**config.mk**
```make
export PLATFORM = sky130hd
export DESIGN_NAME = hopf_ram
export DESIGN_NICKNAME = d
export VERILOG_FILES = /design/src/rtl/hopf_ram.sv
export SDC_FILE = /design/constraint.sdc
export NUM_CORES = 1
export LEC_CHECK = 0
export ABC_AREA = 1
export BUFFER_PORTS_ARGS = -buffer_cell sky130_fd_sc_hd__buf_2
export CELL_PAD_IN_SITES_DETAIL_PLACEMENT = 0
export CELL_PAD_IN_SITES_GLOBAL_PLACEMENT = 2
export CORE_ASPECT_RATIO = 0.75
export CORE_MARGIN = 1.5
export CORE_UTILIZATION = 40
export CTS_CLUSTER_DIAMETER = 60
export DETAILED_ROUTE_END_ITERATION = 10
export GPL_ROUTABILITY_DRIVEN = 1
export GPL_TIMING_DRIVEN = 0
export PLACE_DENSITY = 0.75
export SYNTH_ARGS = -nofsm -noshare
export SYNTH_HDL_FRONTEND = slang
export SYNTH_SLANG_ARGS = --single-unit
```
**constraint.sdc**
```tcl
create_clock -name clk -period 1.7 [get_ports clk]
set_clock_uncertainty 0.1 [all_clocks]
set_input_delay 0.425 -clock clk [delete_from_list [all_inputs] [get_ports clk]]
set_output_delay 0.425 -clock clk [all_outputs]
set_load 0.005 [all_outputs]
```
**src/rtl/hopf_ram.sv**
```systemverilog
// Generic single-port-write, single-port-read RAM with registered read.
// No dependencies.
module hopf_ram #(
	parameter int WIDTH = 8,
	parameter int DEPTH = 16
) (
	input  logic                     clk,
	input  logic                     we,
	input  logic [$clog2(DEPTH)-1:0] waddr,
	input  logic [WIDTH-1:0]         wdata,
	input  logic                     re,
	input  logic [$clog2(DEPTH)-1:0] raddr,
	output logic [WIDTH-1:0]         rdata
);

	logic [WIDTH-1:0] mem [DEPTH];

	always_ff @(posedge clk) begin
		if (we) begin
			mem[waddr] <= wdata;
		end
		if (re) begin
			rdata <= mem[raddr];
		end
	end

endmodule

```
Word-level counts from Yosys, hierarchy flattened
Memories as Yosys holds them, arrays and structs flattened. A register that Yosys moved wholly into a read port is not among the register bits.
Cells that the tools add are included.
{"block": "classes", "n_mux": 2}
{"cell": "two-way mux 1 bit", "count": 2}
{"block": "totals", "n_memories": 1, "wordCells": 3, "mem_bits_rw": 128, "out_inout_bits": 8, "regBits": 0, "input_bits": 19}
{"name": "mem", "depth": 16, "word_bits": 8, "read_ports": 1, "rd_clocked_by_memory_dff": 1, "write_ports": 1, "line_no": "16", "text": "logic [WIDTH-1:0] mem [DEPTH];"}

Logic depth before layout (Yosys ltp)
{"block": "logic_depth", "depth_word": 2, "depth_mapped": 8, "mapped_depth_nobuf": 7}

Worst setup path before layout
Ideal clock, no wire load.
{"block": "synth_timing", "path_type": "input -> register", "start": "in waddr[2]", "end": "mem mem[10][0] (enable)", "n_path_buf": 0, "path_slack_ns": 0.224, "setup_ns": 0.370, "stages": 2, "arrival_time_ns": 1.006, "t_required_ns": 1.230, "cell_sequence": "nand3b_1 -> nor2_1"}
{"item": "start, declared", "line_no": "9", "text": "input logic [$clog2(DEPTH)-1:0] waddr,"}
{"item": "end, declared", "line_no": "16"}
No word-level cell before the write port.

Worst setup path after layout
{"block": "layout_timing", "start": "in waddr[3]", "end": "mem mem[4][7] (enable)"}
No word-level cell before the write port.

==> qor.txt <==
Tmin final -> 1640 ps
GRT overflow -> 0
Setup CP Type -> in2reg
Die height -> 108 um
DRT iter0 DRCs -> 312
CTS buffer count -> 17
Total power -> 7.95 mW
Hold Crit Class -> in2reg
Num rows -> 38
Fmax -> 0.611 GHz
Largest net degree at the start of global routing -> 17
CP arrival -> 1580 ps
Max-slew headroom -> 34.0%
Layout Nets -> 612
Setup violators final -> 0
IO Count -> 27
Ys Warns -> 0
Max VDD drop -> 0.614 mV
Worst stage delay on the critical path -> 780 ps
Worst slack, placed -> -382 ps
Drt total wl -> 15400 um
Post-synthesis register bit count -> 136
ANT nets after route -> 0
Final setup margin -> 63.5 ps
Slowest cell on crit path -> nor2_1
DP HPWL -> 10200 um
Die width -> 143 um
Post-synthesis sequential area ratio -> 69.8%
Clock Latency Late Sink -> 420 ps
Routability Congestion -> 0.809
Root Driver -> clkbuf_16
Crit path cell chain -> buf_2, nand3b_1, nor2_1
WP buf/inv -> 1
Post-cts sizing count -> 0
Synthesized cell area -> 5850 sq um
Mean routed wirelength per cell -> 19.1 um
Flop2flop setup slack -> 410 ps
DR vias -> 3815
Mapped Nets -> 570
Fin crit share -> 96.3%
Worst Setup End Kind -> register
Post-Syn Instances -> 551
# diodes -> 0
Critical path's top delay family -> simple AND/OR/NAND/NOR gates
Fill count -> 1364
Sink Count -> 136
IO Port Bufs -> 23
Max Cap Viol -> 0
Clock slew seen by the registers of the worst setup and hold paths -> 60 ps
Reg area -> 4080 sq um
Worst-margin pin slew -> 986 ps
Synth Area per Inst -> 10.6 sq um
Critical Path Source Type -> input port
Vias in the first global route -> 3610
Synth cell types -> 11
CTS tree -> yes
CTS H-tree lvls -> 4
Unrepaired setup endpoints after global routing -> yes
Antenna violations before repair -> 0
Initial Utilization -> 40.7%
Post-CTS setup buffer count -> 0
Leak Pwr -> 2.90 nW
Cts hold-fix bufs -> 0
Vias/cell -> 4.74
DRC -> 0
Area growth, synth to finish -> 16.3%
GRT Util Overall -> 21.7%
Fraction of layout cells with a size suffix above 1 -> 12.6%
Power density cells -> 1170 nW/um^2
Final instance area -> 6800 sq um
Core Region -> 14400 sq um
First-pass detailed-route iteration total -> 5
Area of the multi-input gates -> 1210 sq um
Max-slew violations -> 0
Status -> completed
Clk buf depth -> 2
Worst-path maximum fanout -> 8
First-pass GRT wire length -> 22800 um
Total die area -> 15400 sq um
Hold Vio Cnt, Final -> 0
Placed Area -> 6210 sq um
Worst EP required -> 1640 ps
synthesized netlist by cell type:
| library cell | count | area (sq um) |
|---|---|---|
| nand2_1 | 173 | 649 |
| edfxtp_1 | 136 | 4080 |
| inv_1 | 100 | 375 |
| nand3_1 | 97 | 485 |
| nor2_1 | 17 | 63.8 |
| buf_2 | 13 | 65.1 |
| buf_6 | 6 | 67.6 |
| buf_4 | 4 | 30.0 |
| inv_2 | 2 | 7.51 |
| nand3b_1 | 2 | 15.0 |
| buf_1 | 1 | 3.75 |
metal layers:
layer / vias up / global-route usage (%) / wire, um
met4: 0 / 7.95 / 195
met5: - / 0 / 0
met1: 1809 / 31.7 / 7530
met2: 125 / 32.4 / 6740
met3: 13 / 4.00 / 912
li1: 1868 / - / -
layout by cell type (no fill, tap or decap):
| cell | synthesis | routed |
|---|---|---|
| clkinv_1 | 0 | 2 |
| inv_2 | 2 | 2 |
| buf_2 | 13 | 36 |
| bufinv_16 | 0 | 3 |
| clkinv_2 | 0 | 2 |
| edfxtp_1 | 136 | 136 |
| clkbuf_16 | 0 | 17 |
| buf_6 | 6 | 6 |
| clkbuf_1 | 0 | 1 |
| clkinv_4 | 0 | 3 |
| nand3b_1 | 2 | 2 |
| nand2_1 | 173 | 173 |
| buf_1 | 1 | 1 |
| buf_4 | 4 | 4 |
| nor2_1 | 17 | 17 |
| inv_1 | 100 | 100 |
| nand3_1 | 97 | 97 |
| clkinvlp_4 | 0 | 3 |
cell families after synthesis:
group         share of synthesized area (%)
buf+inv                                9.39
flops                                  69.8
simple gates                           20.8
through the flow:
step           utilization (%)  hold WS, ps  instances  setup TNS (ps)
3_3_place_gp              43.3          651        774          -32030
6_report                  47.3          278        805               0
2_1_floorplan                -          424        551               0
3_5_place_dp              43.3          655        774          -33320
4_1_cts                   47.3          264        805               0
5_1_grt                   47.3          269        805            -703
registers in the layout (all words and copies together) (netlist names):
signal / cells
rdata: 8
mem: 128
power breakdown:
part	leakage, nW	internal (mW)	switching, mW
Combinational	1.39	0.140	0.363
Clock	0.277	2.28	1.36
Sequential	1.24	3.78	0.0164
area by class of cell:
cell class              count  area share, %
multi-input cells         289           17.9
well taps                 200           3.68
flip-flops and latches    136           60.1
clock inverters            13           2.30
inverters                 102           5.63
clock buffers              18           6.31
plain buffers              24           2.45
repair buffers             23           1.69
final timing paths:
kind         cells past startpoint   endpoint  startpoint
max                              3  mem[4][7]    waddr[3]
max reg2reg                      6   rdata[5]   mem[8][5]
min reg2reg                      6   rdata[2]   mem[7][2]
min                              1   rdata[0]          re
worst register-to-register path, stage by stage (launching register included):
cell	delay [ps]
edfxtp_1	370
inv_1	70
nand2_1	50
nand3_1	90
nand3_1	100
nand3_1	150
nand2_1	100
Power figures use the tool's default switching activity.
