### src/rtl/hopf_pkg.sv
// Package for the Hopfield associative memory core.
// Shared widths, defaults, opcode and sequencer state types.
// No dependencies.
package hopf_pkg;

	localparam int NEURONS_DEF      = 64;
	localparam int MAX_PATTERNS_DEF = 255;

	localparam int PAT_W    = 64;  // pattern port width
	localparam int WGT_W    = 9;   // signed weight, |w| <= 255
	localparam int CNT_W    = 8;   // pattern count
	localparam int SWEEP_W  = 8;   // max_sweeps register
	localparam int GRP      = 8;   // lanes per partial sum
	localparam int PSUM_W   = 13;  // sum of GRP weights
	localparam int FIELD_W  = 16;  // full local field
	localparam int ACC_W    = 22;  // energy double sum
	localparam int ENERGY_W = 20;

	localparam logic [SWEEP_W-1:0] MAX_SWEEPS_RST = SWEEP_W'(10);

	typedef enum logic [1:0] {
		OP_STORE  = 2'd0,
		OP_RECALL = 2'd1,
		OP_ENERGY = 2'd2,
		OP_CLEAR  = 2'd3
	} op_t;

	typedef enum logic [4:0] {
		S_IDLE = 5'b00001,
		S_RD   = 5'b00010,
		S_SUM  = 5'b00100,
		S_UPD  = 5'b01000,
		S_OUT  = 5'b10000
	} state_t;

endpackage

### src/rtl/hopf_field.sv
// Local field of one neuron: registered partial sums over lane groups,
// then a final add. Depends on hopf_pkg.
module hopf_field import hopf_pkg::*; #(
	parameter int NEURONS = NEURONS_DEF
) (
	input  logic                        clk,
	input  logic [NEURONS*WGT_W-1:0]    row,
	input  logic [NEURONS-1:0]          spins,
	output logic signed [FIELD_W-1:0]   field
);

	localparam int NGRP = (NEURONS + GRP - 1) / GRP;

	logic signed [PSUM_W-1:0] psum_d  [NGRP];
	logic signed [PSUM_W-1:0] psum_s1 [NGRP];

	always_comb begin
		logic signed [WGT_W-1:0]  w;
		logic signed [PSUM_W-1:0] term;
		w    = '0;
		term = '0;
		for (int g = 0; g < NGRP; g++) begin
			psum_d[g] = '0;
			for (int k = 0; k < GRP; k++) begin
				if (g * GRP + k < NEURONS) begin
					w    = signed'(row[(g*GRP+k)*WGT_W +: WGT_W]);
					term = PSUM_W'(w);
					psum_d[g] = spins[g*GRP+k] ? psum_d[g] + term : psum_d[g] - term;
				end
			end
		end
	end

	always_ff @(posedge clk) begin
		psum_s1 <= psum_d;
	end

	always_comb begin
		field = '0;
		for (int g = 0; g < NGRP; g++) begin
			field = field + FIELD_W'(psum_s1[g]);
		end
	end

endmodule

### config.mk
export PLATFORM = sky130hd
export DESIGN_NAME = hopf_field
export DESIGN_NICKNAME = d
export VERILOG_FILES = /design/src/rtl/hopf_pkg.sv /design/src/rtl/hopf_field.sv
export SDC_FILE = /design/constraint.sdc
export NUM_CORES = 2
export LEC_CHECK = 0
export ABC_AREA = 1
export ABC_CLOCK_PERIOD_IN_PS = 21200
export BUFFER_PORTS_ARGS = -buffer_cell sky130_fd_sc_hd__buf_2
export CAP_MARGIN = 20
export CELL_PAD_IN_SITES_DETAIL_PLACEMENT = 1
export CELL_PAD_IN_SITES_GLOBAL_PLACEMENT = 1
export CORE_MARGIN = 2
export CORE_UTILIZATION = 46
export CTS_BUF_LIST = sky130_fd_sc_hd__clkbuf_16
export DETAILED_ROUTE_END_ITERATION = 8
export GPL_ROUTABILITY_DRIVEN = 0
export PLACE_DENSITY = 0.88
export SKIP_CTS_REPAIR_TIMING = 1
export SYNTH_ARGS = -nofsm -noshare
export SYNTH_HDL_FRONTEND = slang
export SYNTH_SLANG_ARGS = --single-unit
### constraint.sdc
create_clock -name clk -period 21.2 [get_ports clk]
set_input_delay 1.06 -clock clk [delete_from_list [all_inputs] [get_ports clk]]
set_output_delay 1.06 -clock clk [all_outputs]
set_load 0.05 [all_outputs]
# Word level (Yosys, flattened, before mapping)
# Cells that the tools add are included.
[word_totals]
out_inout_bits = 16
regBits = 104
in_bits = 641
wordCells = 199
[op_classes]
mux = 64
addsub = 127
[op_table]
columns = ["operator", "n"]
rows = [
  ["$mux W13", 64],
  ["$add A13 B9 Y13", 56],
  ["$sub A13 B9 Y13", 56],
  ["$sub A1 B9 Y10 const A", 8],
  ["$add A16 B13 Y16", 4],
  ["$add A15 B13 Y16", 1],
  ["$add A14 B13 Y15", 1],
  ["$add A13 B13 Y14", 1],
]

# Logic depth before layout (Yosys ltp)
[logic_depth]
depth_word = 16
ltp_mapped = 57
mapped_depth_nobuf = 57

# Worst setup path after synthesis
# Ideal clock, no wire load.
[synth_path]
path_kind = "input to register"
from = "input row[9]"
to = "register psum_s1[103] in the netlist's numbering"
t_required_ps = 21091
slack_ps = 13343
t_arrival_ps = 7748
cell_stages = 44
n_path_buf = 0
setup_ps = 109
cell_sequence = "inv_1 -> ha_1 -> nand2_1 -> o21ai_0 -> fa_1 -> xor2_1 -> ha_1 -> a21oi_1 -> nand2_1 -> xnor2_1 -> inv_1 -> ha_1 -> a21oi_1 -> nand2_1 -> xor2_1 -> inv_1 -> ha_1 -> nand2_1 -> (+8 left out) -> ha_1 -> a21oi_1 -> o21ai_0 -> a21oi_1 -> inv_1 -> a21oi_1 -> o21ai_0 -> xnor2_1 -> inv_1 -> ha_1 -> nand2_1 -> nor2_1 -> nand4_1 -> o211ai_1 -> xor3_1 -> nand3b_1 -> nand2_1 -> inv_1"
[synth_lines]
columns = ["element", "line", "source"]
rows = [
  ["start: declaration", "hopf_field.sv:7", "input logic [NEURONS*WGT_W-1:0] row,"],
  ["end signal: assignment", "hopf_field.sv:35", "psum_s1 <= psum_d;"],
  ["end: declaration", "hopf_field.sv:15", "logic signed [PSUM_W-1:0] psum_s1 [NGRP];"],
]

==> results.cfg <==
[worst_hold_path]
hold-path-cell-count = 2
worst_hold_path.endpoint = psum_s1[0]
hold_start = row[567]
hold_class = input port to flop

[yosys]
synth_nets = 8718
avgSynthCellArea_um2 = 6.365
yosysWarningCount = 0
synthesis.instances = 7188
synthArstFlopShare_pct = 0
synth_area_um2 = 45750
synth-seq-cells = 104
netlist_top_cells_count = 1,391 x inv_1, 1,353 x nand2_1, 752 x ha_1
yosysMostFrequentCell = inv_1
synth-edff-count = 0
synth_seq_area_share_pct = 4.551
synth_top_area_share_pct = 20.57
synth_flop_cell = dfxtp_1
ys_types = 52
synth_area_leader_cell = ha_1
synth_area_leaders = ha_1 21%, xor2_1 13%, inv_1 11%

[critical_path]
worstPathArrival_ns = 8.78
crit_fanout = 5
critical-path-max-stage-delay_ns = 0.49
cp-end-kind = flop
critPathKind = input port to flop
worst-endpoint-required_ns = 21.47
startpoint_type = input port
critPathSlowestCell = fa_1

[timing]
totalNegativeSetupSlack_ns = 0
worst_slack_ns = 12.70
worst_pin_slew_ns = 0.7874
setup_viol_count_final = 0
rsz0062_at_grt = false
maxSlewViolCount = 0
finalHoldViolCount = 0
layout_min_cycle_time_ns = 8.505
fin_crit_sh_pct = 40.12
timing.fmax_mhz = 117.6
max_slew_margin_pct = 46.82
whs_ns = 0.9818

[floorplanning]
start_util_pct = 46.48
rows = 115
fp.dieW_um = 319.4
die-area_um2 = 102000
coreArea_um2 = 98420
ios = 657
dieHeight_um = 319.4

[grt]
grt_max_degree = 23
grt_pass1_vias = 50800
overflow = 0
grt_pass1_wl_um = 237000
antenna_found_initial = 75
grtUsageTotal_pct = 27.54

[cells_and_area]
drive_above_1_share_pct = 9.134
multi_input_area_um2 = 38320
area_growth_pct = 11.60
reg_top3 = psum_s1 (104)
fill_cells = 13935
largest_register = psum_s1
largest_reg_flops = 104
regArea_um2 = 2082
finish.net_count = 9375

[clock_tree]
clk_pin_slew_ns = 0.09
h-tree-depth = 3
cts_buffer_depth = 2
cts_sinks = 104
root_buffer = clkbuf_16
cts_buffers = 9
cts_tree = done

[place]
hpwl_um = 132700
portBuffers = 656
dp_slack_ns = 12.30

[route]
firstDrtPassIters = 5
routed_via_density = 5.210
drt_iter0_markers = 1342
final_antenna_net_count = 0
drc = 0
wl_per_cell_um = 15.78
vias = 47885
wl_um = 145000

[run]
drv_cap = 0

[outcome]
status = finished, final reports clean
-- layout make-up --
| cell class | count | area share (%) |
|---|---|---|
| sequential | 104 | 4.078 |
| clock buffer | 9 | 0.4411 |
| multi-input combinational | 5660 | 75.06 |
| antenna | 54 | 0.2647 |
| inverter | 1414 | 10.40 |
| clock inverter | 7 | 0.1789 |
| tap | 1287 | 3.154 |
| timing repair buffer | 656 | 6.431 |
-- metrics by stage --
stage / cell area [um2] / utilization, % / instances
after floorplan: 45750 / - / 7188
after global placement: 50600 / 51.42 / 9121
after detailed placement: 50600 / 51.42 / 9121
after CTS: 50920 / 51.74 / 9137
after global routing: 51040 / 51.86 / 9185
final: 51060 / 51.88 / 9191
-- cells in the final DEF, fill, tap and decap left out, drive strengths merged, types with 25 or more instances in the layout --
cell and count:
inv 1405, nand2 1356, ha 752, a21oi 661
xor2 657, buf 656, nor2 606, xnor2 349
o21ai 343, nand3 264, fa 137, nor3 137
dfxtp 104, o21bai 66, a31oi 60, diode 54
a22oi 43, nand4 32, a21o 32, nand3b 25
-- per-layer routing --
layer / GRT usage (%) / vias to the layer above / part of all wire, % / routed length, um
li1: - / 24431 / - / -
met1: 31.07 / 22453 / 42 / 60760
met2: 52.49 / 690 / 51 / 73580
met3: 2.807 / 277 / 3.1 / 4425
met4: 10.81 / 34 / 4.1 / 6015
met5: 0 / - / 0.16 / 228
-- worst max-delay path by stage --
stage / end / slack, ns / cells after the start / start
6_report: psum_s1[64] / 12.70 / 52 / row[216]
5_1_grt: psum_s1[64] / 11.82 / 52 / row[216]
4_1_cts: psum_s1[77] / 12.67 / 53 / row[153]
3_5_place_dp: psum_s1[77] / 12.30 / 53 / row[153]
3_3_place_gp: psum_s1[64] / 12.59 / 52 / row[216]
2_1_floorplan: psum_s1[103] / 13.34 / 44 / row[9]
-- kinds of logic (layout without fill, tap and decap cells) --
kind of cell	Yosys count	count (layout)	synth area share (%)
adders and majority gates	889	889	26.56
and+or+nand+nor	2465	2465	22.11
DFF	104	104	4.551
other	0	54	0
buffers and inverters	1424	2086	11.69
muxes	2	2	0.04923
xor gates and xnor gates	1007	1007	19.33
AOI/OAI and AO/OA	1297	1297	15.71
-- worst max-delay path, delay by kind of cell --
family                     cells  cell delay (ns)
adders and majority gates      8             2.69
buffers and inverters         10             0.63
and+or+nand+nor               15             1.21
AOI/OAI and AO/OA             12             1.89
xor gates and xnor gates       7             1.24
Power is left out: the tool's default activity adds up to more than one toggle a clock period on the data nets, which glitch-free logic cannot reach.
