$ cat src/rtl/hopf_pkg.sv
// Package for the Hopfield associative memory core.
// Shared widths, defaults, opcode and sequencer state types.
// No dependencies.
package hopf_pkg;

	localparam int NEURONS_DEF      = 64;
	localparam int MAX_PATTERNS_DEF = 255;

	localparam int PAT_W    = 64;  // pattern port width
	localparam int WGT_W    = 9;   // signed weight, |w| <= 255
	localparam int CNT_W    = 8;   // pattern count
	localparam int SWEEP_W  = 8;   // max_sweeps register
	localparam int GRP      = 8;   // lanes per partial sum
	localparam int PSUM_W   = 13;  // sum of GRP weights
	localparam int FIELD_W  = 16;  // full local field
	localparam int ACC_W    = 22;  // energy double sum
	localparam int ENERGY_W = 20;

	localparam logic [SWEEP_W-1:0] MAX_SWEEPS_RST = SWEEP_W'(10);

	typedef enum logic [1:0] {
		OP_STORE  = 2'd0,
		OP_RECALL = 2'd1,
		OP_ENERGY = 2'd2,
		OP_CLEAR  = 2'd3
	} op_t;

	typedef enum logic [4:0] {
		S_IDLE = 5'b00001,
		S_RD   = 5'b00010,
		S_SUM  = 5'b00100,
		S_UPD  = 5'b01000,
		S_OUT  = 5'b10000
	} state_t;

endpackage

$ cat src/rtl/hopf_rowupd.sv
// Store update of one weight row: adds s_i*s_j off the diagonal.
// Depends on hopf_pkg.
module hopf_rowupd import hopf_pkg::*; #(
	parameter int NEURONS = NEURONS_DEF
) (
	input  logic [NEURONS*WGT_W-1:0]   row_in,
	input  logic [NEURONS-1:0]         spins,
	input  logic [$clog2(NEURONS)-1:0] row_idx,
	output logic [NEURONS*WGT_W-1:0]   row_out
);

	localparam int IDX_W = $clog2(NEURONS);

	always_comb begin
		logic [WGT_W-1:0] w;
		logic             si;
		w  = '0;
		si = spins[row_idx];
		for (int j = 0; j < NEURONS; j++) begin
			w = row_in[j*WGT_W +: WGT_W];
			if (IDX_W'(j) != row_idx) begin
				w = (spins[j] == si) ? w + WGT_W'(1) : w - WGT_W'(1);
			end
			row_out[j*WGT_W +: WGT_W] = w;
		end
	end

endmodule

$ cat config.mk
export PLATFORM = sky130hd
export DESIGN_NAME = hopf_rowupd
export DESIGN_NICKNAME = d
export VERILOG_FILES = /design/src/rtl/hopf_pkg.sv /design/src/rtl/hopf_rowupd.sv
export SDC_FILE = /design/constraint.sdc
export NUM_CORES = 1
export LEC_CHECK = 0
export BUFFER_PORTS_ARGS = -buffer_cell sky130_fd_sc_hd__buf_2
export CORE_AREA = 10 10 464 466
export DETAILED_ROUTE_END_ITERATION = 6
export DIE_AREA = 0 0 474 476
export GPL_TIMING_DRIVEN = 0
export PLACE_DENSITY_LB_ADDON = 0.08
export REMOVE_ABC_BUFFERS = 1
export SYNTH_ARGS = -nofsm -noshare
export SYNTH_HDL_FRONTEND = slang
export SYNTH_SLANG_ARGS = --single-unit
$ cat constraint.sdc
create_clock -name vclk -period 6.7
set_input_delay 1.005 -clock vclk [all_inputs]
set_output_delay 1.005 -clock vclk [all_outputs]
set_load 0.05 [all_outputs]
---- Yosys cells after proc, flatten, opt, wreduce, memory -nomap -nowiden ----
Cells that the tools add are included.
storage, ports and cells
  flip-flop bits (word level) ............. 0
  output and inout port bits .............. 576
operators by class
  magnitude comparators ................... 1
  muxes and demuxes ....................... 130
  $add $sub $neg .......................... 128
  reduce and logical (&&, ||, !) cells .... 1
  equality and inequality tests ........... 127
operators with widths
  cell                   count
  $mux W9                128
  $add A9 B1 Y9 const B  64
  $sub A9 B1 Y9 const B  64
  $ne A6 B6 Y1 const A   32
  $ne A5 B6 Y1 const A   16
  $eq A1 B1 Y1           64
  $ne A4 B6 Y1 const A   8
  $ne A3 B6 Y1 const A   4
  $ne A2 B6 Y1 const A   2
  $lt A6 B7 Y1 const B   1
  $bmux W1 S6            1
  $ne A1 B6 Y1 const A   1
  $reduce_bool A6 Y1     1
  $mux W1                1

---- Logic depth before layout (Yosys ltp) ----
Gate-level depths: netlist (run 1).
  depth in word-level cells ............... 5
  gate-level depth with buffers ........... 19
  mapped depth without buffers ............ 14

---- Worst setup path before layout (run 1) ----
No wires, ideal clock.
  kind .................................... input -> output
  from .................................... input port row_idx[0]
  to ...................................... output port row_out[107]
  stages on the path ...................... 19
  setup slack ............................. 0.596 ns
  data arrival time ....................... 5.099 ns
  buffers on the path ..................... 5
  path through ............................ buf_6 -> buf_12 -> buf_12 -> mux2i_1 -> a22oi_1 -> nand4b_1 -> nand4_1 -> mux2i_1 -> buf_2 -> buf_4 -> xnor2_1 -> ha_1 -> a21oi_1 -> o211ai_1 -> o41ai_1 -> xnor2_1 -> xor2_1 -> a22oi_2 -> xnor2_1
on the way
  word-level cells in the longest chain between the ends .. 5
  elaborated cells between the ends (all ways) .. 6
  classes of those cells .................. eq/ne (2); mux (4)
ends and longest elaborated chain
  item                           RTL line           text
  from (decl)                    hopf_rowupd.sv:8   input logic [$clog2(NEURONS)-1:0] row_idx,
  $bmux W1 S6                    hopf_rowupd.sv:18  si = spins[row_idx];
  $mux W1 (implied by the code)  hopf_rowupd.sv:18
  $eq A1 B1 Y1                   hopf_rowupd.sv:22  w = (spins[j] == si) ? w + WGT_W'(1) : w - WGT_W'(1);
  $mux W9                        hopf_rowupd.sv:22
  $mux W9 (*)                    hopf_rowupd.sv:21  if (IDX_W'(j) != row_idx) begin
  to (decl)                      hopf_rowupd.sv:9   output logic [NEURONS*WGT_W-1:0] row_out
Mark *: on every way between the ends. The rest lies on a longest branch, timed or not. The select of a mux whose other input is x is not followed.

---- Worst setup path after layout (run 1) ----
  from .................................... input port row_idx[0]
  to ...................................... output port row_out[116]
Same word-level chain as after synthesis.

==> results.env, run 1 <==
RSZ0062_AT_GRT='yes'
POST_ROUTE_CLOCK_PERIOD_UTILIZATION_PCT=102
CP.REQUIRED_PS=5690
MOSTFREQUENTLAYOUTCELLS='sky130_fd_sc_hd__buf_2, sky130_fd_sc_hd__nor2_1, sky130_fd_sc_hd__nand2_1'
DRC=0
LAYOUT_CELL_SHARE_WITH_DRIVE_STRENGTH_BEYOND_1_PCT=39.5
VIOLATIONS='negative setup slack'
DRV_CAP=0
CLKBUF_COUNT=0
MULTI_INPUT_COMB_AREA_UM2=31700
RUN_STATUS='finished with violations'
SYNTH_SEQUENTIAL_AREA_RATIO_PCT=0
GRT_UTIL_MET3_PCT=5.53
CORE_UM2=206000
GR-USAGE-MET2_PCT=33.1
SYNTH_AREA_UM2=28400
LAYOUT-AREA-OVERHEAD-VS-SYNTH_PCT=60.2
PORT_BUFFERS=1222
PRE_CTS_WS_PS=-3220
INITIAL_ANTENNA_VIOLATION_COUNT=184
GR-TOTAL-OVERFLOW=0
GLOBAL_ROUTE.USAGE.MET1_PCT=21.1
HEADROOM_TO_THE_MAX_SLEW_LIMIT_PCT=10.2
CRITPATHMAXSTAGEDELAY_PS=440
MAXSLEWVIOLCOUNT=0
SETUP.WORST_PATH.CLASS='in2out'
SYNTHESIS_WARNING_TOTAL=0
GRT_USE_TOTAL_PCT=17.9
DR.PASS1.ITERS=5
FIRST_ITER_VIOLATIONS=1595
FIRST_GLOBAL_VIAS=35200
POST_SYNTH_NUM_CELL_TYPES=47
POWER_LEAKAGE_nW=19.5
ROW_COUNT=167
FINAL_NET_COUNT=6523
WL_PER_CELL_UM=26.8
VIAS=35400
CPMAXSTAGEDELAYCELL='sky130_fd_sc_hd__mux2i_2'
FINAL_COMMON_CELL='sky130_fd_sc_hd__buf_2'
REPORT.FINAL.HOLD_VIOL_COUNT=0
TIMING.CRITICAL_PATH.CELLS='buf_16, buf_16, buf_12, mux2i_2, a22oi_1, nand4b_1, nand4_1, buf_12, mux2i_4, buf_6, buf_16, buf_16, buf_12, buf_12, xnor2_4, fa_2, a21oi_2, o211ai_1, o41ai_2, xnor2_1, xor2_1, a22oi_2, xnor2_2, buf_6'
MEAN_CELL_AREA_OF_THE_MAPPED_NETLIST_UM2=7.10
CRITPATHLAUNCHTYPE='input pin'
FIN_UTIL_PCT=22.1
VIA_PER_INST=4.36
FINAL.SETUP.WORST_SLACK_PS=-118
DIE_AREA_UM2=226000
FINALWIRELENGTH_UM=217000
SYNTHCELLS=4002
DIE_HEIGHT_UM=476
IOPINCOUNT=1222
PWR_DENSITY_CELL_nW_PER_UM2=415
HPWL_UM=189000
MAXIMUM_NUMBER_OF_PINS_ON_ONE_NET_BEFORE_GLOBAL_ROUTE_REPAIR=75
LAYOUT_MIN_CYCLE_TIME_PS=6820
REGAREA_UM2=0
LAYOUT.FILLER_CELLS=23300
POST_DRT_ANTENNA_NETS=0
TIGHTEST_SLEW_PS=1340
GLOBALROUTE.BUSIESTLAYER='met2'
FINAL-SETUP-VIOL-COUNT=28
WORST_HOLD_PATH_TYPE='in2out'
CTS.HOLD.BUFFERS_ADDED=0
ROUTABILITYCONGESTION=0.873
SEQUENTIAL_CELL_TOTAL=0
MAX_CLOCK_FREQ_MHz=147
TIMING.CRITICAL_PATH.TO_TYPE='primary output'
TOTALNEGATIVESETUPSLACK_PS=-1130
EFFECTIVE_UTILIZATION_AT_FLOORPLAN_PCT=13.8
DIE_WIDTH_UM=474
CP_MAX_FO=9
GRT_FIRST_PASS_WIRELENGTH_UM=290000
IR_DROP_mV=0.271
WORSTPATHARRIVAL_PS=5810
cell families after synthesis:
kind of cell	count (synthesis)	share of synthesized area, %
multiplexers	57	2.28
AO/OA/AOI/OAI	1098	25.1
AND/OR/NAND/NOR	1399	22.8
buffers and inverters	232	3.90
adder cells (fa/ha/maj)	512	24.2
XOR/XNOR	704	21.7
path summary, 6_finish.rpt:
path	startpoint	endpoint	slack, ps	depth (start not counted)
hold / removal	row_in[512]	row_out[512]	2320	3
setup / recovery	row_idx[0]	row_out[116]	-120	24
worst max-delay path, delay by kind of cell:
| family | cells | cell delay [ps] |
|---|---|---|
| XOR/XNOR | 4 | 790 |
| multiplexers | 2 | 600 |
| adder cells (fa/ha/maj) | 1 | 380 |
| AO/OA/AOI/OAI | 5 | 910 |
| AND/OR/NAND/NOR | 2 | 490 |
| buffers and inverters | 10 | 1540 |
routing by layer:
metal / part of all wire [%] / wire length (um)
met5: 0.17 / 368
met4: 1.1 / 2330
met3: 8.0 / 17400
met2: 50 / 109000
met1: 41 / 88100
synth_stat cells (5+ instances only):
cell	instances	area share (%)
sky130_fd_sc_hd__buf_4	6	0.16
sky130_fd_sc_hd__a22oi_1	14	0.37
sky130_fd_sc_hd__xor2_1	167	5.1
sky130_fd_sc_hd__a311o_1	5	0.18
sky130_fd_sc_hd__nand4b_1	39	1.2
sky130_fd_sc_hd__buf_6	13	0.51
sky130_fd_sc_hd__buf_12	5	0.35
sky130_fd_sc_hd__buf_1	10	0.13
sky130_fd_sc_hd__nand2_1	463	6.1
sky130_fd_sc_hd__fa_1	64	4.5
sky130_fd_sc_hd__nand3_1	207	3.6
sky130_fd_sc_hd__clkbuf_1	62	0.82
sky130_fd_sc_hd__o21bai_1	135	3.6
sky130_fd_sc_hd__o22ai_1	32	0.70
sky130_fd_sc_hd__a211oi_1	18	0.48
sky130_fd_sc_hd__o41ai_1	99	3.1
sky130_fd_sc_hd__nor2b_1	8	0.18
sky130_fd_sc_hd__mux2i_1	30	1.1
sky130_fd_sc_hd__a21o_1	128	3.4
sky130_fd_sc_hd__nor3_1	64	1.1
sky130_fd_sc_hd__mux2_2	23	0.91
sky130_fd_sc_hd__or4b_2	53	1.9
sky130_fd_sc_hd__nor4b_1	23	0.71
sky130_fd_sc_hd__ha_1	448	20
sky130_fd_sc_hd__xnor2_1	537	17
sky130_fd_sc_hd__o211ai_1	64	1.7
sky130_fd_sc_hd__nor3b_1	36	0.95
sky130_fd_sc_hd__nand2b_1	12	0.26
sky130_fd_sc_hd__a211o_1	5	0.15
sky130_fd_sc_hd__o21ai_0	151	2.7
sky130_fd_sc_hd__a21oi_1	378	6.7
sky130_fd_sc_hd__a22oi_2	32	1.4
sky130_fd_sc_hd__nor2_1	473	6.2
sky130_fd_sc_hd__buf_2	28	0.49
sky130_fd_sc_hd__a31oi_1	35	0.77
sky130_fd_sc_hd__inv_1	108	1.4
report_power, final:
part | total [mW] | switching [mW] | internal, mW | leakage (nW)
logic | 18.9 | 12.7 | 6.20 | 19.5
registers | 0 | 0 | 0 | 0
clock network | 0.000000848 | 0 | 0.000000847 | 0.000313
total | 18.9 | 12.7 | 6.20 | 19.5
timing repair:
action                                  in CTS  in global routing
endpoints found under the setup margin     512                165
endpoints found under the hold margin        0                  0
pin swaps                                  222                293
gates cloned                                 6                  0
buffers inserted                           128                104
resized for setup                          767                207
layout make-up:
class / count / share of cell area (%)
multi-input combinational: 3770 / 69.6
inverter: 108 / 0.890
timing repair buffer: 1485 / 21.8
antenna: 49 / 0.269
tap: 2704 / 7.43
metrics by stage:
step | total power, mW | instances | area, um^2 | hold slack [ps]
4_1_cts | 18.6 | 7969 | 43400 | 2320
6_report | 18.9 | 8116 | 45500 | 2320
2_1_floorplan | 11.9 | 3878 | 27700 | 2280
3_3_place_gp | 16.8 | 7804 | 37200 | 2350
3_5_place_dp | 16.7 | 7836 | 37900 | 2350
5_1_grt | 20.2 | 8083 | 45500 | 2340
No activity file was read; power rests on OpenSTA's default activity.
==> run 2: changes to the inputs <==
Settings changed: TNS_END_PERCENT set to 50.
==> results.env, run 2 (synthesis results as in run 1) <==
POST_DRT_ANTENNA_NETS=0  # unchanged
REPORT.FINAL.HOLD_VIOL_COUNT=0  # unchanged
FINAL.SETUP.WORST_SLACK_PS=-105  # +13.3 ps
TIGHTEST_SLEW_PS=1350  # +6.71 ps
EFFECTIVE_UTILIZATION_AT_FLOORPLAN_PCT=13.8  # unchanged
WL_PER_CELL_UM=26.8  # about the same
CTS.HOLD.BUFFERS_ADDED=0  # unchanged
REGAREA_UM2=0  # unchanged
PORT_BUFFERS=1222  # unchanged
DIE_WIDTH_UM=474  # unchanged
CP_MAX_FO=8  # -1
SETUP.WORST_PATH.CLASS='in2out'
WORSTPATHARRIVAL_PS=5800  # about the same
STARTPOINT='row_idx[0]'
SEQUENTIAL_CELL_TOTAL=0  # unchanged
FIRST_ITER_VIOLATIONS=1608  # +0.82%
ROW_COUNT=167  # unchanged
HOLD_PATH_STARTPOINT='row_in[512]'
PWR_DENSITY_CELL_nW_PER_UM2=415  # about the same
CRITPATHLAUNCHTYPE='input pin'
POST_ROUTE_CLOCK_PERIOD_UTILIZATION_PCT=102  # -0.20 points
IOPINCOUNT=1222  # unchanged
VIA_PER_INST=4.36  # -0.15%
DR.PASS1.ITERS=5  # unchanged
LAYOUT_MIN_CYCLE_TIME_PS=6800  # -13.3 ps
DRC=0  # unchanged
TIMING.CRITICAL_PATH.TO_TYPE='primary output'
IR_DROP_mV=0.271  # about the same
VIAS=35300  # -0.21%
FIN_HOLD_WS_PS=2320  # -0.0300 ps
FIRST_GLOBAL_VIAS=35200  # -0.020%
MOSTFREQUENTLAYOUTCELLS='sky130_fd_sc_hd__buf_2, sky130_fd_sc_hd__nor2_1, sky130_fd_sc_hd__nand2_1'
DRV_CAP=0  # unchanged
GR-TOTAL-OVERFLOW=0  # unchanged
WORSTHOLDENDPOINT='row_out[512]'
CORE_UM2=206000  # unchanged
FINAL_NET_COUNT=6512  # -0.17%
LAYOUT-AREA-OVERHEAD-VS-SYNTH_PCT=59.2
GRT_USE_TOTAL_PCT=17.9  # about the same
DIE_HEIGHT_UM=476  # unchanged
RSZ0062_AT_GRT='yes'
MAXIMUM_NUMBER_OF_PINS_ON_ONE_NET_BEFORE_GLOBAL_ROUTE_REPAIR=75  # unchanged
MAXSLEWVIOLCOUNT=0  # unchanged
LAYOUT.FILLER_CELLS=23300  # +0.039%
DIE_AREA_UM2=226000  # unchanged
TOTALNEGATIVESETUPSLACK_PS=-931  # +200 ps
FINAL_COMMON_CELL='sky130_fd_sc_hd__buf_2'
CLKBUF_COUNT=0  # unchanged
LAYOUT_CELL_SHARE_WITH_DRIVE_STRENGTH_BEYOND_1_PCT=39.1  # -0.46 points
HPWL_UM=189000  # unchanged
RUN_STATUS='finished with violations'
INITIAL_ANTENNA_VIOLATION_COUNT=184  # unchanged
FINALWIRELENGTH_UM=217000  # -0.14%
VIOLATIONS='negative setup slack'
HOLD_DEPTH=3  # unchanged
MAX_CLOCK_FREQ_MHz=147  # +0.20%
POWER_LEAKAGE_nW=19.4  # -0.49%
FINAL-SETUP-VIOL-COUNT=28  # unchanged
HEADROOM_TO_THE_MAX_SLEW_LIMIT_PCT=9.71  # -0.45 points
LAYOUT.CELL_AREA.NON_FILLER_UM2=45200  # -0.63%
CP.REQUIRED_PS=5690  # about the same
ROUTABILITYCONGESTION=0.873  # unchanged
POSTPLACECELLAREA_UM2=37900  # unchanged
GRT_FIRST_PASS_WIRELENGTH_UM=290000  # about the same
WORST_HOLD_PATH_TYPE='in2out'
POWER_mW=18.8  # -0.60%
PRE_CTS_WS_PS=-3220  # unchanged
[run 2: cell count changes in the layout (fill, tap and decap cells not counted), sizes merged]
cell and change:
clkbuf -7, diode +6, buf -4
[run 2: metal layers]
| layer | vias up | track usage, % | wire [um] |
|---|---|---|---|
| met5 | - | 0 | 363 |
| met4 | 68 | 1.23 | 2750 |
| met3 | 282 | 5.50 | 17000 |
| met2 | 1149 | 33.1 | 108000 |
| met1 | 16600 | 21.2 | 88500 |
| li1 | 17300 | - | - |
[run 2: worst max-delay path by stage]
stage	to	slack, ps	cells after the start
after floorplan	row_out[368]	-8000	13
after global placement	row_out[26]	-32890	16
after detailed placement	row_out[26]	-3220	19
after CTS	row_out[8]	-380	19
after global routing	row_out[269]	-330	22
final	row_out[188]	-100	22
[run 2: power by group]
part           leakage [nW]  internal [mW]  switching, mW
clock              0.000348    0.000000970              0
sequential                0              0              0
combinational          19.4           6.13           12.7
total                  19.4           6.13           12.7
[run 2: stage by stage]
step	util, %	cells
global placement	18.1	7804
global route	21.9	8072
finish	22.0	8111
floorplan	-	3878
detailed placement	18.4	7836
CTS	21.1	7969
[run 2: repair_timing]
item | 4_1_cts | 5_1_grt
endpoints found under the setup margin | 512 | 165
cloned | 6 | 0
pin swaps | 222 | 268
gates resized for setup | 765 | 167
setup buffers | 128 | 93
[run 2: critical path: stages]
cell and delay (ps):
sky130_fd_sc_hd__buf_16 90, sky130_fd_sc_hd__buf_12 130, sky130_fd_sc_hd__buf_12 140, sky130_fd_sc_hd__mux2i_1 740, sky130_fd_sc_hd__a22oi_1 170, sky130_fd_sc_hd__nand3_1 160
sky130_fd_sc_hd__nand4_1 150, sky130_fd_sc_hd__buf_12 190, sky130_fd_sc_hd__mux2i_4 160, sky130_fd_sc_hd__buf_6 130, sky130_fd_sc_hd__buf_16 140, sky130_fd_sc_hd__buf_16 180
sky130_fd_sc_hd__xnor2_4 150, sky130_fd_sc_hd__fa_2 410, sky130_fd_sc_hd__a21oi_4 150, sky130_fd_sc_hd__o211ai_1 150, sky130_fd_sc_hd__o41ai_2 360, sky130_fd_sc_hd__xnor2_1 200
sky130_fd_sc_hd__xnor2_1 170, sky130_fd_sc_hd__o22ai_2 350, sky130_fd_sc_hd__xor2_1 190, sky130_fd_sc_hd__buf_4 220
[run 2: layout make-up]
type / instances / area (um^2) / area share [%]
repair buffers: 1474 / 9790 / 21.6
diodes: 55 / 138 / 0.304
multi-input cells: 3770 / 31500 / 69.7
inverters: 108 / 405 / 0.896
well taps: 2704 / 3380 / 7.48
==> run 3: changes to the inputs <==
Settings changed: CORE_AREA 10 10 464 466 to 2 2 469 471, DIE_AREA 0 0 474 476 to 0 0 471 473.
==> results.env, run 3 (synthesis results as in run 1) <==
SEQUENTIAL_CELL_TOTAL=0  # unchanged
HOLD_DEPTH=3  # unchanged
MAXSLEWVIOLCOUNT=0  # unchanged
DRC=0  # unchanged
DIE_HEIGHT_UM=473  # -0.63%
CP_NUM_BUF_INV=11  # +3
LAYOUT.CELL_AREA.NON_FILLER_UM2=43900  # -3.1%
POST-PLACE-CELLS=8005  # +2.2%
ROUTABILITYCONGESTION=0.837  # -4.1%
VIOLATIONS='negative setup slack'
MAX_CLOCK_FREQ_MHz=144  # -2.1%
HPWL_UM=179000  # -5.4%
FINALWIRELENGTH_UM=205000  # -5.6%
WL_PER_CELL_UM=25.0  # -6.4%
LAYOUT_CELL_SHARE_WITH_DRIVE_STRENGTH_BEYOND_1_PCT=36.8  # -2.3 points
POSTPLACECELLAREA_UM2=38200  # +0.76%
CRITPATHLAUNCHTYPE='input pin'
PWR_DENSITY_CELL_nW_PER_UM2=413  # -0.69%
FINAL.SETUP.WORST_SLACK_PS=-248  # -143 ps
HOLD_PATH_STARTPOINT='row_in[458]'
TIGHTEST_SLEW_PS=1340  # -7.70 ps
SETUP.WORST_PATH.CLASS='in2out'
EFFECTIVE_UTILIZATION_AT_FLOORPLAN_PCT=13.0  # -0.77 points
TIMING.CRITICAL_PATH.TO_TYPE='primary output'
RUN_STATUS='finished with violations'
IR_DROP_mV=0.214  # -21%
DRV_CAP=0  # unchanged
CRITPATHMAXSTAGEDELAY_PS=390  # -350 ps
VIA_PER_INST=4.25  # -2.5%
TOTALNEGATIVESETUPSLACK_PS=-1820  # -886 ps
GRT_FIRST_PASS_WIRELENGTH_UM=278000  # -4.2%
IOPINCOUNT=1222  # unchanged
DIE_AREA_UM2=223000  # -1.3%
WORST_HOLD_PATH_TYPE='in2out'
PATH_DELAY_FAMILY='buffers and inverters'
REPORT.FINAL.HOLD_VIOL_COUNT=0  # unchanged
POST_ROUTE_CLOCK_PERIOD_UTILIZATION_PCT=104  # +2.1 points
PORT_BUFFERS=1222  # unchanged
LAYOUTNONFILLERINSTCOUNT=8180  # +0.85%
CP.REQUIRED_PS=5690  # about the same
MAXIMUM_NUMBER_OF_PINS_ON_ONE_NET_BEFORE_GLOBAL_ROUTE_REPAIR=71  # -5.3%
ROW_COUNT=172  # +3.0%
WORSTHOLDENDPOINT='row_out[458]'
CTS.HOLD.BUFFERS_ADDED=0  # unchanged
RSZ0062_AT_GRT='yes'
FIRST_ITER_VIOLATIONS=1271  # -21%
DR.PASS1.ITERS=5  # unchanged
INITIAL_ANTENNA_VIOLATION_COUNT=136  # -26%
LAYOUT.FILLER_CELLS=25000  # +7.3%
POWER_LEAKAGE_nW=18.7  # -3.3%
FIRST_GLOBAL_VIAS=34300  # -2.4%
FINAL_COMMON_CELL='sky130_fd_sc_hd__buf_2'
CORE_UM2=218000  # +5.9%
CLKBUF_COUNT=0  # unchanged
LAYOUT-AREA-OVERHEAD-VS-SYNTH_PCT=54.3
MOSTFREQUENTLAYOUTCELLS='sky130_fd_sc_hd__buf_2, sky130_fd_sc_hd__nor2_1, sky130_fd_sc_hd__nand2_1'
VIAS=34800  # -1.6%
CPMAXSTAGEDELAYCELL='sky130_fd_sc_hd__o22ai_2'
POST_DRT_ANTENNA_NETS=0  # unchanged
REGAREA_UM2=0  # unchanged
FINAL-SETUP-VIOL-COUNT=24  # -14%
WORSTPATHARRIVAL_PS=5940  # +140 ps
DIE_WIDTH_UM=471  # -0.63%
GRT_USE_TOTAL_PCT=17.4  # -0.54 points
MULTI_INPUT_COMB_AREA_UM2=31000  # -1.8%
GR-TOTAL-OVERFLOW=0  # unchanged
FINAL_NET_COUNT=6443  # -1.1%
CP_MAX_FO=7  # -1
LAYOUT_MIN_CYCLE_TIME_PS=6950  # +143 ps
HEADROOM_TO_THE_MAX_SLEW_LIMIT_PCT=10.2  # +0.52 points
[run 3: cell count changes in the layout (fill, tap and decap cells not counted), sizes merged]
cell	previous run	this run
diode	55	26
buf	1472	1401
clkbuf	1	3
[run 3: stage by stage]
step                utilization, %  hold WS, ps  setup slack (ps)  power, mW
global placement              17.2         2350            -31880       16.6
detailed placement            17.5         2350             -3290       16.6
finish                        20.1         2320              -248       18.1
floorplan                        -         2280             -8000       11.9
global route                  20.1         2330              -430       19.3
CTS                           19.5         2330              -285       17.9
[run 3: how the worst max path moves through the flow]
| stage | from | end | slack [ps] | cells after the start |
|---|---|---|---|---|
| 4_1_cts | row_idx[0] | row_out[152] | -290 | 21 |
| 3_3_place_gp | row_idx[0] | row_out[26] | -31880 | 16 |
| 6_report | row_idx[0] | row_out[458] | -250 | 25 |
| 3_5_place_dp | row_idx[1] | row_out[395] | -3290 | 19 |
| 5_1_grt | row_idx[0] | row_out[458] | -430 | 21 |
| 2_1_floorplan | row_idx[0] | row_out[368] | -8000 | 13 |
[run 3: layout make-up]
cell class	instances	share of cell area [%]
antenna	26	0.148
multi-input combinational	3770	70.6
timing repair buffer	1405	20.2
tap	2871	8.19
inverter	108	0.924
[run 3: what timing repair did]
action | in CTS | in global routing
cloned | 7 | 0
gates resized for setup | 565 | 147
endpoints found under the setup margin | 513 | 148
pin swaps | 152 | 182
buffers inserted | 73 | 76
[run 3: metal layers]
| layer | global-route usage, % | part of all wire, % | vias up |
|---|---|---|---|
| met5 | 0 | 0.17 | - |
| met4 | 1.81 | 1.8 | 58 |
| met3 | 3.95 | 6.2 | 248 |
| met2 | 31.8 | 50 | 976 |
| met1 | 21.2 | 42 | 16400 |
| li1 | - | - | 17100 |
[run 3: report_power, final]
| part | internal [mW] | leakage [nW] | switching [mW] |
|---|---|---|---|
| combinational | 5.70 | 18.7 | 12.4 |
| clock | 0.000000300 | 0.000162 | 0 |
| sequential | 0 | 0 | 0 |
